===== src/hw/rtl/fsc_pkg.sv =====
// Constants and per-segment coefficient tables for the fixed-point sine/cosine core.
`timescale 1ns / 1ps

package fsc_pkg;

  // Input reduction: angle is biased by 2^31, then reduced mod 36000 = 32 * 1125.
  localparam logic [10:0] RED_DIV     = 11'd1125;
  localparam logic [26:0] RED_RECIP   = 27'd122167958;  // floor(2^37 / 1125)
  localparam logic [15:0] BIAS_RES    = 16'd11648;      // 2^31 mod 36000
  localparam logic [15:0] BIAS_COMP   = 16'd24352;      // 36000 - 11648

  localparam logic [15:0] TURN_Q1     = 16'd9000;
  localparam logic [15:0] TURN_Q2     = 16'd18000;
  localparam logic [15:0] TURN_Q3     = 16'd27000;
  localparam logic [15:0] TURN_FULL   = 16'd36000;

  localparam logic [13:0] SEG_BRK1    = 14'd1500;
  localparam logic [13:0] SEG_BRK2    = 14'd3000;
  localparam logic [13:0] SEG_BRK3    = 14'd4500;
  localparam logic [13:0] SEG_BRK4    = 14'd6000;
  localparam logic [13:0] SEG_MIRROR  = 14'd9000;

  localparam logic signed [15:0] FULL_SCALE = 16'sd10000;

  typedef enum logic [2:0] {
    SEG_0,
    SEG_1,
    SEG_2,
    SEG_3,
    SEG_MIR
  } seg_e;

  // Linear coefficient.
  function automatic logic [11:0] seg_lin_coef(input seg_e seg);
    logic [11:0] c;
    case (seg)
      SEG_0:   c = 12'd1757;
      SEG_1:   c = 12'd187;
      SEG_2:   c = 12'd2078;
      SEG_3:   c = 12'd232;
      SEG_MIR: c = 12'd944;
      default: c = 12'd0;
    endcase
    return c;
  endfunction

  // Square coefficient.
  function automatic logic [7:0] seg_sq_coef(input seg_e seg);
    logic [7:0] c;
    case (seg)
      SEG_0:   c = 8'd196;
      SEG_1:   c = 8'd58;
      SEG_2:   c = 8'd93;
      SEG_3:   c = 8'd12;
      SEG_MIR: c = 8'd146;
      default: c = 8'd0;
    endcase
    return c;
  endfunction

  function automatic logic [16:0] seg_lin_div(input seg_e seg);
    logic [16:0] d;
    case (seg)
      SEG_0:   d = 17'd1000;
      SEG_1:   d = 17'd100;
      SEG_2:   d = 17'd1000;
      SEG_3:   d = 17'd100;
      SEG_MIR: d = 17'd100000;
      default: d = 17'd1;
    endcase
    return d;
  endfunction

  // floor(2^32 / lin divisor)
  function automatic logic [25:0] seg_lin_recip(input seg_e seg);
    logic [25:0] m;
    case (seg)
      SEG_0:   m = 26'd4294967;
      SEG_1:   m = 26'd42949672;
      SEG_2:   m = 26'd4294967;
      SEG_3:   m = 26'd42949672;
      SEG_MIR: m = 26'd42949;
      default: m = 26'd0;
    endcase
    return m;
  endfunction

  function automatic logic [23:0] seg_sq_div(input seg_e seg);
    logic [23:0] d;
    case (seg)
      SEG_0:   d = 24'd10000000;
      SEG_1:   d = 24'd1000000;
      SEG_2:   d = 24'd1000000;
      SEG_3:   d = 24'd100000;
      SEG_MIR: d = 24'd1000000;
      default: d = 24'd1;
    endcase
    return d;
  endfunction

  // floor(2^32 / square divisor)
  function automatic logic [15:0] seg_sq_recip(input seg_e seg);
    logic [15:0] m;
    case (seg)
      SEG_0:   m = 16'd429;
      SEG_1:   m = 16'd4294;
      SEG_2:   m = 16'd4294;
      SEG_3:   m = 16'd42949;
      SEG_MIR: m = 16'd4294;
      default: m = 16'd0;
    endcase
    return m;
  endfunction

  function automatic logic signed [15:0] seg_offset(input seg_e seg);
    logic signed [15:0] o;
    case (seg)
      SEG_0:   o = 16'sd0;
      SEG_1:   o = -16'sd88;
      SEG_2:   o = -16'sd397;
      SEG_3:   o = -16'sd940;
      SEG_MIR: o = 16'sd0;
      default: o = 16'sd0;
    endcase
    return o;
  endfunction

endpackage


===== src/hw/rtl/fixed_sine_cosine_core.sv =====
// Pipelined piecewise-quadratic sine/cosine core, angle in hundredths of a degree.
// Throughput: one request per cycle; each stage stalls only when the stage after it is full.
// The constant reciprocal multiplies (mod 36000 and the segment divisions) set the stage count.
// Reset clears the stage valid bits only; the datapath holds no state between requests.
`timescale 1ns / 1ps

module fixed_sine_cosine_core
  import fsc_pkg::*;
(
  input  logic        clk_i,
  input  logic        rst_ni,
  input  logic        s_axis_tvalid_i,
  output logic        s_axis_tready_o,
  input  logic [31:0] s_axis_tdata_i,   // [31:0] angle
  input  logic        s_axis_tuser_i,   // [0] opcode (0 sine, 1 cosine)
  output logic        m_axis_tvalid_o,
  input  logic        m_axis_tready_i,
  output logic [15:0] m_axis_tdata_o    // [14:0] value, [15] zero
);

  localparam int unsigned NSTG = 9;

  logic [NSTG:1] vld_q;
  logic [NSTG:1] adv;

  always_comb begin
    adv[NSTG] = !vld_q[NSTG] || m_axis_tready_i;
    for (int k = NSTG - 1; k >= 1; k--) begin
      adv[k] = !vld_q[k] || adv[k+1];
    end
  end

  assign s_axis_tready_o = adv[1];
  assign m_axis_tvalid_o = vld_q[NSTG];

  always_ff @(posedge clk_i or negedge rst_ni) begin
    if (!rst_ni) begin
      vld_q <= '0;
    end else begin
      if (adv[1]) vld_q[1] <= s_axis_tvalid_i;
      for (int k = 2; k <= NSTG; k++) begin
        if (adv[k]) vld_q[k] <= vld_q[k-1];
      end
    end
  end

  // Stage 1: bias angle to unsigned, estimate (x >> 5) / 1125
  logic [31:0] x_biased;
  logic [53:0] red_prod;
  logic [16:0] q1_d, q1_q;
  logic [26:0] y1_q;
  logic [4:0]  lo1_q;
  logic        op1_q;

  assign x_biased = {~s_axis_tdata_i[31], s_axis_tdata_i[30:0]};
  assign red_prod = {27'd0, x_biased[31:5]} * {27'd0, RED_RECIP};
  assign q1_d     = red_prod[53:37];

  always_ff @(posedge clk_i) begin
    if (adv[1]) begin
      q1_q  <= q1_d;
      y1_q  <= x_biased[31:5];
      lo1_q <= x_biased[4:0];
      op1_q <= s_axis_tuser_i;
    end
  end

  // Stage 2: remainder mod 1125 with one correction
  logic [27:0] qm2;
  logic [26:0] r2_raw;
  logic [11:0] r2_lo;
  logic [10:0] r2_d, r2_q;
  logic [4:0]  lo2_q;
  logic        op2_q;

  assign qm2    = {11'd0, q1_q} * {17'd0, RED_DIV};
  assign r2_raw = y1_q - qm2[26:0];
  assign r2_lo  = r2_raw[11:0];
  assign r2_d   = (r2_lo >= {1'b0, RED_DIV}) ? 11'(r2_lo - {1'b0, RED_DIV}) : r2_lo[10:0];

  always_ff @(posedge clk_i) begin
    if (adv[2]) begin
      r2_q  <= r2_d;
      lo2_q <= lo1_q;
      op2_q <= op1_q;
    end
  end

  // Stage 3: undo the bias, angle in 0..35999
  logic [15:0] a3_raw;
  logic [15:0] a3_d, a3_q;
  logic        op3_q;

  assign a3_raw = {r2_q, lo2_q};
  assign a3_d   = (a3_raw >= BIAS_RES) ? (a3_raw - BIAS_RES) : (a3_raw + BIAS_COMP);

  always_ff @(posedge clk_i) begin
    if (adv[3]) begin
      a3_q  <= a3_d;
      op3_q <= op2_q;
    end
  end

  // Stage 4: fold into first quadrant
  logic [15:0] t4_wide;
  logic [13:0] t4_q;
  logic        neg4_d, neg4_q;

  always_comb begin
    if (!op3_q) begin
      if (a3_q <= TURN_Q1) begin
        t4_wide = a3_q;               neg4_d = 1'b0;
      end else if (a3_q <= TURN_Q2) begin
        t4_wide = TURN_Q2 - a3_q;     neg4_d = 1'b0;
      end else if (a3_q <= TURN_Q3) begin
        t4_wide = a3_q - TURN_Q2;     neg4_d = 1'b1;
      end else begin
        t4_wide = TURN_FULL - a3_q;   neg4_d = 1'b1;
      end
    end else begin
      if (a3_q <= TURN_Q1) begin
        t4_wide = TURN_Q1 - a3_q;     neg4_d = 1'b0;
      end else if (a3_q <= TURN_Q2) begin
        t4_wide = a3_q - TURN_Q1;     neg4_d = 1'b1;
      end else if (a3_q <= TURN_Q3) begin
        t4_wide = TURN_Q3 - a3_q;     neg4_d = 1'b1;
      end else begin
        t4_wide = a3_q - TURN_Q3;     neg4_d = 1'b0;
      end
    end
  end

  always_ff @(posedge clk_i) begin
    if (adv[4]) begin
      t4_q   <= t4_wide[13:0];
      neg4_q <= neg4_d;
    end
  end

  // Stage 5: pick segment, form w*w and c1*w
  seg_e        seg5_d, seg5_q;
  logic [13:0] w5;
  logic [27:0] ww5_full;
  logic [25:0] lin5_full;
  logic [26:0] ww5_q;
  logic [23:0] lin5_q;
  logic        neg5_q;

  always_comb begin
    if (t4_q < SEG_BRK1)      seg5_d = SEG_0;
    else if (t4_q < SEG_BRK2) seg5_d = SEG_1;
    else if (t4_q < SEG_BRK3) seg5_d = SEG_2;
    else if (t4_q < SEG_BRK4) seg5_d = SEG_3;
    else                      seg5_d = SEG_MIR;
  end

  assign w5        = (seg5_d == SEG_MIR) ? (SEG_MIRROR - t4_q) : t4_q;
  assign ww5_full  = {14'd0, w5} * {14'd0, w5};
  assign lin5_full = {12'd0, w5} * {14'd0, seg_lin_coef(seg5_d)};

  always_ff @(posedge clk_i) begin
    if (adv[5]) begin
      seg5_q <= seg5_d;
      ww5_q  <= ww5_full[26:0];
      lin5_q <= lin5_full[23:0];
      neg5_q <= neg4_q;
    end
  end

  // Stage 6: c2*w*w
  logic [34:0] sq6_full;
  logic [30:0] sq6_q;
  logic [23:0] lin6_q;
  seg_e        seg6_q;
  logic        neg6_q;

  assign sq6_full = {8'd0, ww5_q} * {27'd0, seg_sq_coef(seg5_q)};

  always_ff @(posedge clk_i) begin
    if (adv[6]) begin
      sq6_q  <= sq6_full[30:0];
      lin6_q <= lin5_q;
      seg6_q <= seg5_q;
      neg6_q <= neg5_q;
    end
  end

  // Stage 7: quotient estimates by reciprocal multiply (low by at most one)
  logic [49:0] lq7_prod;
  logic [46:0] sq7_prod;
  logic [13:0] lq7_q;
  logic [12:0] sqq7_q;
  logic [23:0] lin7_q;
  logic [30:0] sq7_q;
  seg_e        seg7_q;
  logic        neg7_q;

  assign lq7_prod = {26'd0, lin6_q} * {24'd0, seg_lin_recip(seg6_q)};
  assign sq7_prod = {16'd0, sq6_q} * {31'd0, seg_sq_recip(seg6_q)};

  always_ff @(posedge clk_i) begin
    if (adv[7]) begin
      lq7_q  <= lq7_prod[45:32];
      sqq7_q <= sq7_prod[44:32];
      lin7_q <= lin6_q;
      sq7_q  <= sq6_q;
      seg7_q <= seg6_q;
      neg7_q <= neg6_q;
    end
  end

  // Stage 8: remainder check, bump quotient when it reaches the divisor
  logic [16:0] ldiv8;
  logic [23:0] sdiv8;
  logic [30:0] lm8;
  logic [36:0] sm8;
  logic [23:0] lrem8;
  logic [30:0] srem8;
  logic [13:0] lq8_q;
  logic [12:0] sq8_q;
  seg_e        seg8_q;
  logic        neg8_q;

  assign ldiv8 = seg_lin_div(seg7_q);
  assign sdiv8 = seg_sq_div(seg7_q);
  assign lm8   = {17'd0, lq7_q} * {14'd0, ldiv8};
  assign sm8   = {24'd0, sqq7_q} * {13'd0, sdiv8};
  assign lrem8 = lin7_q - lm8[23:0];
  assign srem8 = sq7_q - sm8[30:0];

  always_ff @(posedge clk_i) begin
    if (adv[8]) begin
      lq8_q  <= (lrem8 >= {7'd0, ldiv8}) ? (lq7_q + 14'd1) : lq7_q;
      sq8_q  <= (srem8 >= {7'd0, sdiv8}) ? (sqq7_q + 13'd1) : sqq7_q;
      seg8_q <= seg7_q;
      neg8_q <= neg7_q;
    end
  end

  // Stage 9: combine terms, apply quadrant sign
  logic signed [15:0] mag9;
  logic signed [15:0] val9;
  logic [14:0]        val9_q;

  always_comb begin
    if (seg8_q == SEG_MIR) begin
      mag9 = FULL_SCALE - $signed({2'b00, lq8_q}) - $signed({3'b000, sq8_q});
    end else begin
      mag9 = $signed({2'b00, lq8_q}) - $signed({3'b000, sq8_q}) + seg_offset(seg8_q);
    end
    val9 = neg8_q ? -mag9 : mag9;
  end

  always_ff @(posedge clk_i) begin
    if (adv[9]) begin
      val9_q <= val9[14:0];
    end
  end

  assign m_axis_tdata_o = {1'b0, val9_q};

endmodule


===== config.mk =====
export PLATFORM = sky130hd
export DESIGN_NAME = fixed_sine_cosine_core
export DESIGN_NICKNAME = d
export VERILOG_FILES = /design/src/hw/rtl/fsc_pkg.sv /design/src/hw/rtl/fixed_sine_cosine_core.sv
export SDC_FILE = /design/constraint.sdc
export NUM_CORES = 2
export LEC_CHECK = 0
export ABC_AREA = 1
export BUFFER_PORTS_ARGS = -buffer_cell sky130_fd_sc_hd__buf_2
export CAP_MARGIN = 40
export CORE_ASPECT_RATIO = 1.25
export CORE_MARGIN = 4
export CORE_UTILIZATION = 45
export DETAILED_ROUTE_END_ITERATION = 7
export GPL_TIMING_DRIVEN = 0
export PLACE_DENSITY_LB_ADDON = 0.12
export SYNTH_ARGS = -nofsm -noshare
export SYNTH_HDL_FRONTEND = slang
export SYNTH_SLANG_ARGS = --single-unit

===== constraint.sdc =====
create_clock -name clk_i -period 14 [get_ports clk_i]
set_input_delay 2.1 -clock clk_i [delete_from_list [all_inputs] [get_ports clk_i]]
set_output_delay 2.1 -clock clk_i [all_outputs]
set_load 0.01 [all_outputs]

* Word level (Yosys, flattened, before mapping)
Index checks and enable logic that the tools add are counted.
Word-level totals: register bits 339, input port bits 37, output and inout bits 18, logic and storage cells 161
Cells by class: add/subtract/negate cells 21, $mul 9, order comparisons 11, eq/ne operators 20, muxes and demuxes 32, bitwise logic cells 1, reduce and logical (&&, ||, !) cells 28
Operator list (number):
- 14-bit two-way mux | 9
- 26-bit case mux with 3 select lines | 1
- 24-bit case mux with 3 select lines | 1
- 12-bit case mux with 5 select lines | 1
- 27-bit by 26-bit multiplier with 53-bit output (second input constant) | 1
- 17-bit case mux with 3 select lines | 1
- 16-bit case mux with 3 select lines | 1
- 24-bit by 26-bit multiplier with 46-bit output | 1
- 31-bit by 16-bit multiplier with 45-bit output | 1
- 15-bit two-way mux | 3
- 15-bit case mux with 3 select lines | 1
- 14-bit subtractor (first input constant) | 3
- 8-bit case mux with 5 select lines | 1
- 16-bit by 15-bit less-or-equal comparator with 1-bit output (second input constant) | 2
- 31-bit by 24-bit greater-or-equal comparator with 1-bit output | 1
- 13-bit by 24-bit multiplier with 31-bit output | 1
- 27-bit by 8-bit multiplier with 31-bit output | 1
- 31-bit subtractor | 1
- 3-bit by 2-bit == test with 1-bit output (second input constant) | 10
- 14-bit by 13-bit < comparator with 1-bit output (second input constant) | 2
- 14-bit subtractor (second input constant) | 2
- 14-bit by 14-bit multiplier with 27-bit output | 1
- 24-bit by 17-bit greater-or-equal comparator with 1-bit output | 1
- 14-bit by 12-bit multiplier with 24-bit output | 1
- 35 further kinds | 74

* Depth between registers and ports, before layout
depth in word-level cells 10, mapped depth 39, gate-level depth less buffers 36

* Least setup slack after synthesis
Ideal clock, no wire load.
path kind input port to output port, start point in m_axis_tready_i, end point out s_axis_tready_o, arrival time 9.385 ns, data required time 11.900 ns, slack 2.515 ns, cell stages on the path 16, path buffers 0, path through nor2_1 -> inv_1 -> nor2_1 -> inv_1 -> nor2_1 -> inv_1 -> nor2_1 -> inv_1 -> nor2_1 -> inv_1 -> nor2_1 -> inv_1 -> nor2_1 -> inv_1 -> nor2_1 -> nand2_1
Between the ends: longest elaborated chain between the ends 9
Ends and longest elaborated chain:
- start: declaration | RTL line fixed_sine_cosine_core.sv:17 | input logic m_axis_tready_i,
- 1-bit logical OR | RTL line fixed_sine_cosine_core.sv:27 | adv[NSTG] = !vld_q[NSTG] || m_axis_tready_i;
- net adv (one bit) | RTL line fixed_sine_cosine_core.sv:24 | logic [NSTG:1] adv;
- 1-bit logical OR | RTL line fixed_sine_cosine_core.sv:29 | adv[k] = !vld_q[k] || adv[k+1];
- net adv (one bit) | RTL line fixed_sine_cosine_core.sv:24
- 1-bit logical OR | RTL line fixed_sine_cosine_core.sv:29
- net adv (one bit) | RTL line fixed_sine_cosine_core.sv:24
- 1-bit logical OR | RTL line fixed_sine_cosine_core.sv:29
- net adv (one bit) | RTL line fixed_sine_cosine_core.sv:24
- 1-bit logical OR | RTL line fixed_sine_cosine_core.sv:29
- net adv (one bit) | RTL line fixed_sine_cosine_core.sv:24
- 1-bit logical OR | RTL line fixed_sine_cosine_core.sv:29
- net adv (one bit) | RTL line fixed_sine_cosine_core.sv:24
- 1-bit logical OR | RTL line fixed_sine_cosine_core.sv:29
- net adv (one bit) | RTL line fixed_sine_cosine_core.sv:24
- 1-bit logical OR (2 in series) | RTL line fixed_sine_cosine_core.sv:29
- end: declaration | RTL line fixed_sine_cosine_core.sv:13 | output logic s_axis_tready_o,
The timed path passes the listed nets, and every way through them passes these cells.

* Worst setup path in the final report
Same ends and word-level chain as after synthesis.

==> metrics.cfg <==
[floorplan]
die_w_um = 400
core_area_um2 = 191000
die_h_um = 498
ios = 55
dieArea_um2 = 199000
start_util_pct = 45.3
rows = 179

[timing]
fin_skew_ns = 0.0731
finalSetupViolCount = 0
min_period_over_period_pct = 69.1
fin_tns_setup_ns = 0
rsz0062_at_grt = false
finalCriticalPeriod_ns = 9.68
tightest_slew_ns = 0.936
fmax_mhz = 103
slew_viol_final = 0
hold_viol = 0
maxSlewHeadroom_pct = 37.4

[global_routing]
grt.overflow.total = 0
grt_max_degree = 47
grt_pass1_wl_mm = 390
antenna_found_initial = 17
grt_pass1_vias = 70000
grt_usage_pct = 25.3

[setup_path]
startpoint_type = primary input
crit_path_end_kind = primary output
crit_type = primary input to primary output
crit_arrival_ns = 7.58
critPathRequiredTime_ns = 11.90
worstPathMaxFanout = 46

[run_status]
status = complete, no violations

[clock_network]
numCtsBuffers = 44
cts_tree = yes
cts-resized-gates = 0
cts_setup_buffers = 0
cts_hold_buf = 0
root_buffer = clkbuf_16
clk_path_buf_depth = 3
insertion_delay_ns = 0.66
cts_max_level = 2
numClockSinks = 333
clk_pin_slew_ns = 0.06

[place]
port_buffers = 53
dp_hpwl_mm = 219
place.gp.congestion = 0.966

[finish]
layout_common_cells = 2768 x inv_1, 1623 x fa_1, 1294 x nand2_1, 1158 x ha_1, 996 x nor2_1
drive_above_1_share_pct = 2.22
final_common_cell = inv_1
fillers = 19000
nets = 12900
area_growth_pct = 6.26

[synthesis]
ys.flop_type = edfxtp_1
synth_edf_count = 324
synth.avg_cell_area_um2 = 8.72
synth-seq-area-share_pct = 11.5
synthCells = 9919
synthArstFlopShare_pct = 2.70
synth_cell_types = 64
yosys_warnings = 0
synth_area_um2 = 86500
ys_ff_latch = 333

[drt]
vias = 64500
drt_pass1_iterations = 6
viasPerCell = 5.10
remaining_drc_errors = 0
drt_iter0_markers = 3540
ant_nets = 0
avgRoutedWirePerCell_um = 19.5
wl_mm = 247

[flow_run]
cap_violations = 0

[hold_path]
hold_class = flop to flop

==> cell type report <==
class | instances | area [µm²] | area share, %
multi-input cells | 6667 | 65500 | 71.3
diodes | 1 | 2.50 | 0.00272
repair buffers | 85 | 616 | 0.670
inverters | 2801 | 10500 | 11.4
plain buffers | 134 | 549 | 0.598
clock buffers | 55 | 1190 | 1.30
clock inverters | 27 | 368 | 0.400
well taps | 2534 | 3170 | 3.45
flip-flops and latches | 333 | 9950 | 10.8
==> metal layers <==
layer / part of all wire, % / vias to the layer above / wire [µm] / global-route usage, %
li1: - / 30300 / - / -
met1: 40 / 32100 / 97500 / 30.8
met2: 52 / 1551 / 129000 / 46.6
met3: 3.6 / 478 / 8920 / 1.91
met4: 4.4 / 2 / 10900 / 9.19
met5: 0.0053 / - / 13 / 0
==> kinds of logic (layout without fill, tap and decap cells) <==
group	Yosys count	after routing	share of synthesized area, %
mux	3	3	0.0347
compound gates	818	818	5.29
flops	333	333	11.5
buf+inv	2935	3102	12.8
other cells	2	19	0.00869
fa+ha+maj	2781	2781	54.3
simple gates	2734	2734	12.9
xor+xnor	313	313	3.17
==> worst max-delay path: stages <==
cell,delay (ns)
buf_2,0.08
nor2_1,0.03
inv_1,0.44
nor2_1,0.08
inv_1,0.44
nor2_1,0.15
inv_4,0.42
buf_12,0.30
nor2_1,0.09
inv_2,0.52
buf_12,0.27
nor2_1,0.08
inv_2,0.41
nor2_1,0.08
inv_1,0.51
nor2_1,0.08
inv_1,0.60
nor2_1,0.14
nand2_1,0.43
buf_2,0.23
==> final timing paths <==
kind                            startpoint         endpoint  slack [ns]  cells after the start
max                        m_axis_tready_i  s_axis_tready_o        4.32                     20
min                               lo1_q[3]         lo2_q[3]        0.41                      0
max reg2reg                      seg7_q[0]         sq8_q[3]        4.85                     28
min reg2reg                       lo1_q[3]         lo2_q[3]        0.41                      0
max in group asynchronous           rst_ni         vld_q[6]       12.22                      1
min in group asynchronous           rst_ni         vld_q[2]        1.38                      1
==> cells in the mapped netlist, types with 25 or more instances <==
library cell,count,share of area [%]
clkinv_1,26,0.11
ha_1,1158,17
nand4_1,103,0.75
xnor2_1,98,0.99
nand3_1,196,1.1
inv_1,2771,12
fa_1,1623,38
a21o_1,35,0.30
a21oi_1,371,2.1
edfxtp_1,324,11
o21ai_0,245,1.4
xor2_1,215,2.2
a31oi_1,31,0.22
clkbuf_1,105,0.46
nor2_1,996,4.3
nor3_1,63,0.36
nand2_1,1294,5.6
nor4_1,25,0.18
==> flip-flops by register name (all words and copies together), names as in the netlist, 9 cells and up <==
signal,count
a3_q,16
lin5_q,24
lin6_q,24
lin7_q,24
lq7_q,14
lq8_q,14
q1_q,12
r2_q,11
sq6_q,31
sq7_q,31
sq8_q,13
sqq7_q,13
t4_q,14
val9_q,15
vld_q,9
ww5_q,26
y1_q,12
==> metrics by stage <==
| step | cell area (µm²) | setup slack, ns | util (%) | hold WS (ns) | std cells |
|---|---|---|---|---|---|
| 2_1_floorplan | 86500 | 2.52 | - | 0.400 | 9935 |
| 3_3_place_gp | 90000 | -0.787 | 47.1 | 0.402 | 12500 |
| 3_5_place_dp | 90300 | 4.07 | 47.3 | 0.405 | 12600 |
| 4_1_cts | 91900 | 4.04 | 48.1 | 0.414 | 12600 |
| 5_1_grt | 91900 | 3.65 | 48.2 | 0.424 | 12600 |
| 6_report | 91900 | 4.32 | 48.2 | 0.412 | 12600 |
Power is left out: the tool's default activity adds up to more than one toggle a clock period on the data nets, which glitch-free logic cannot reach.
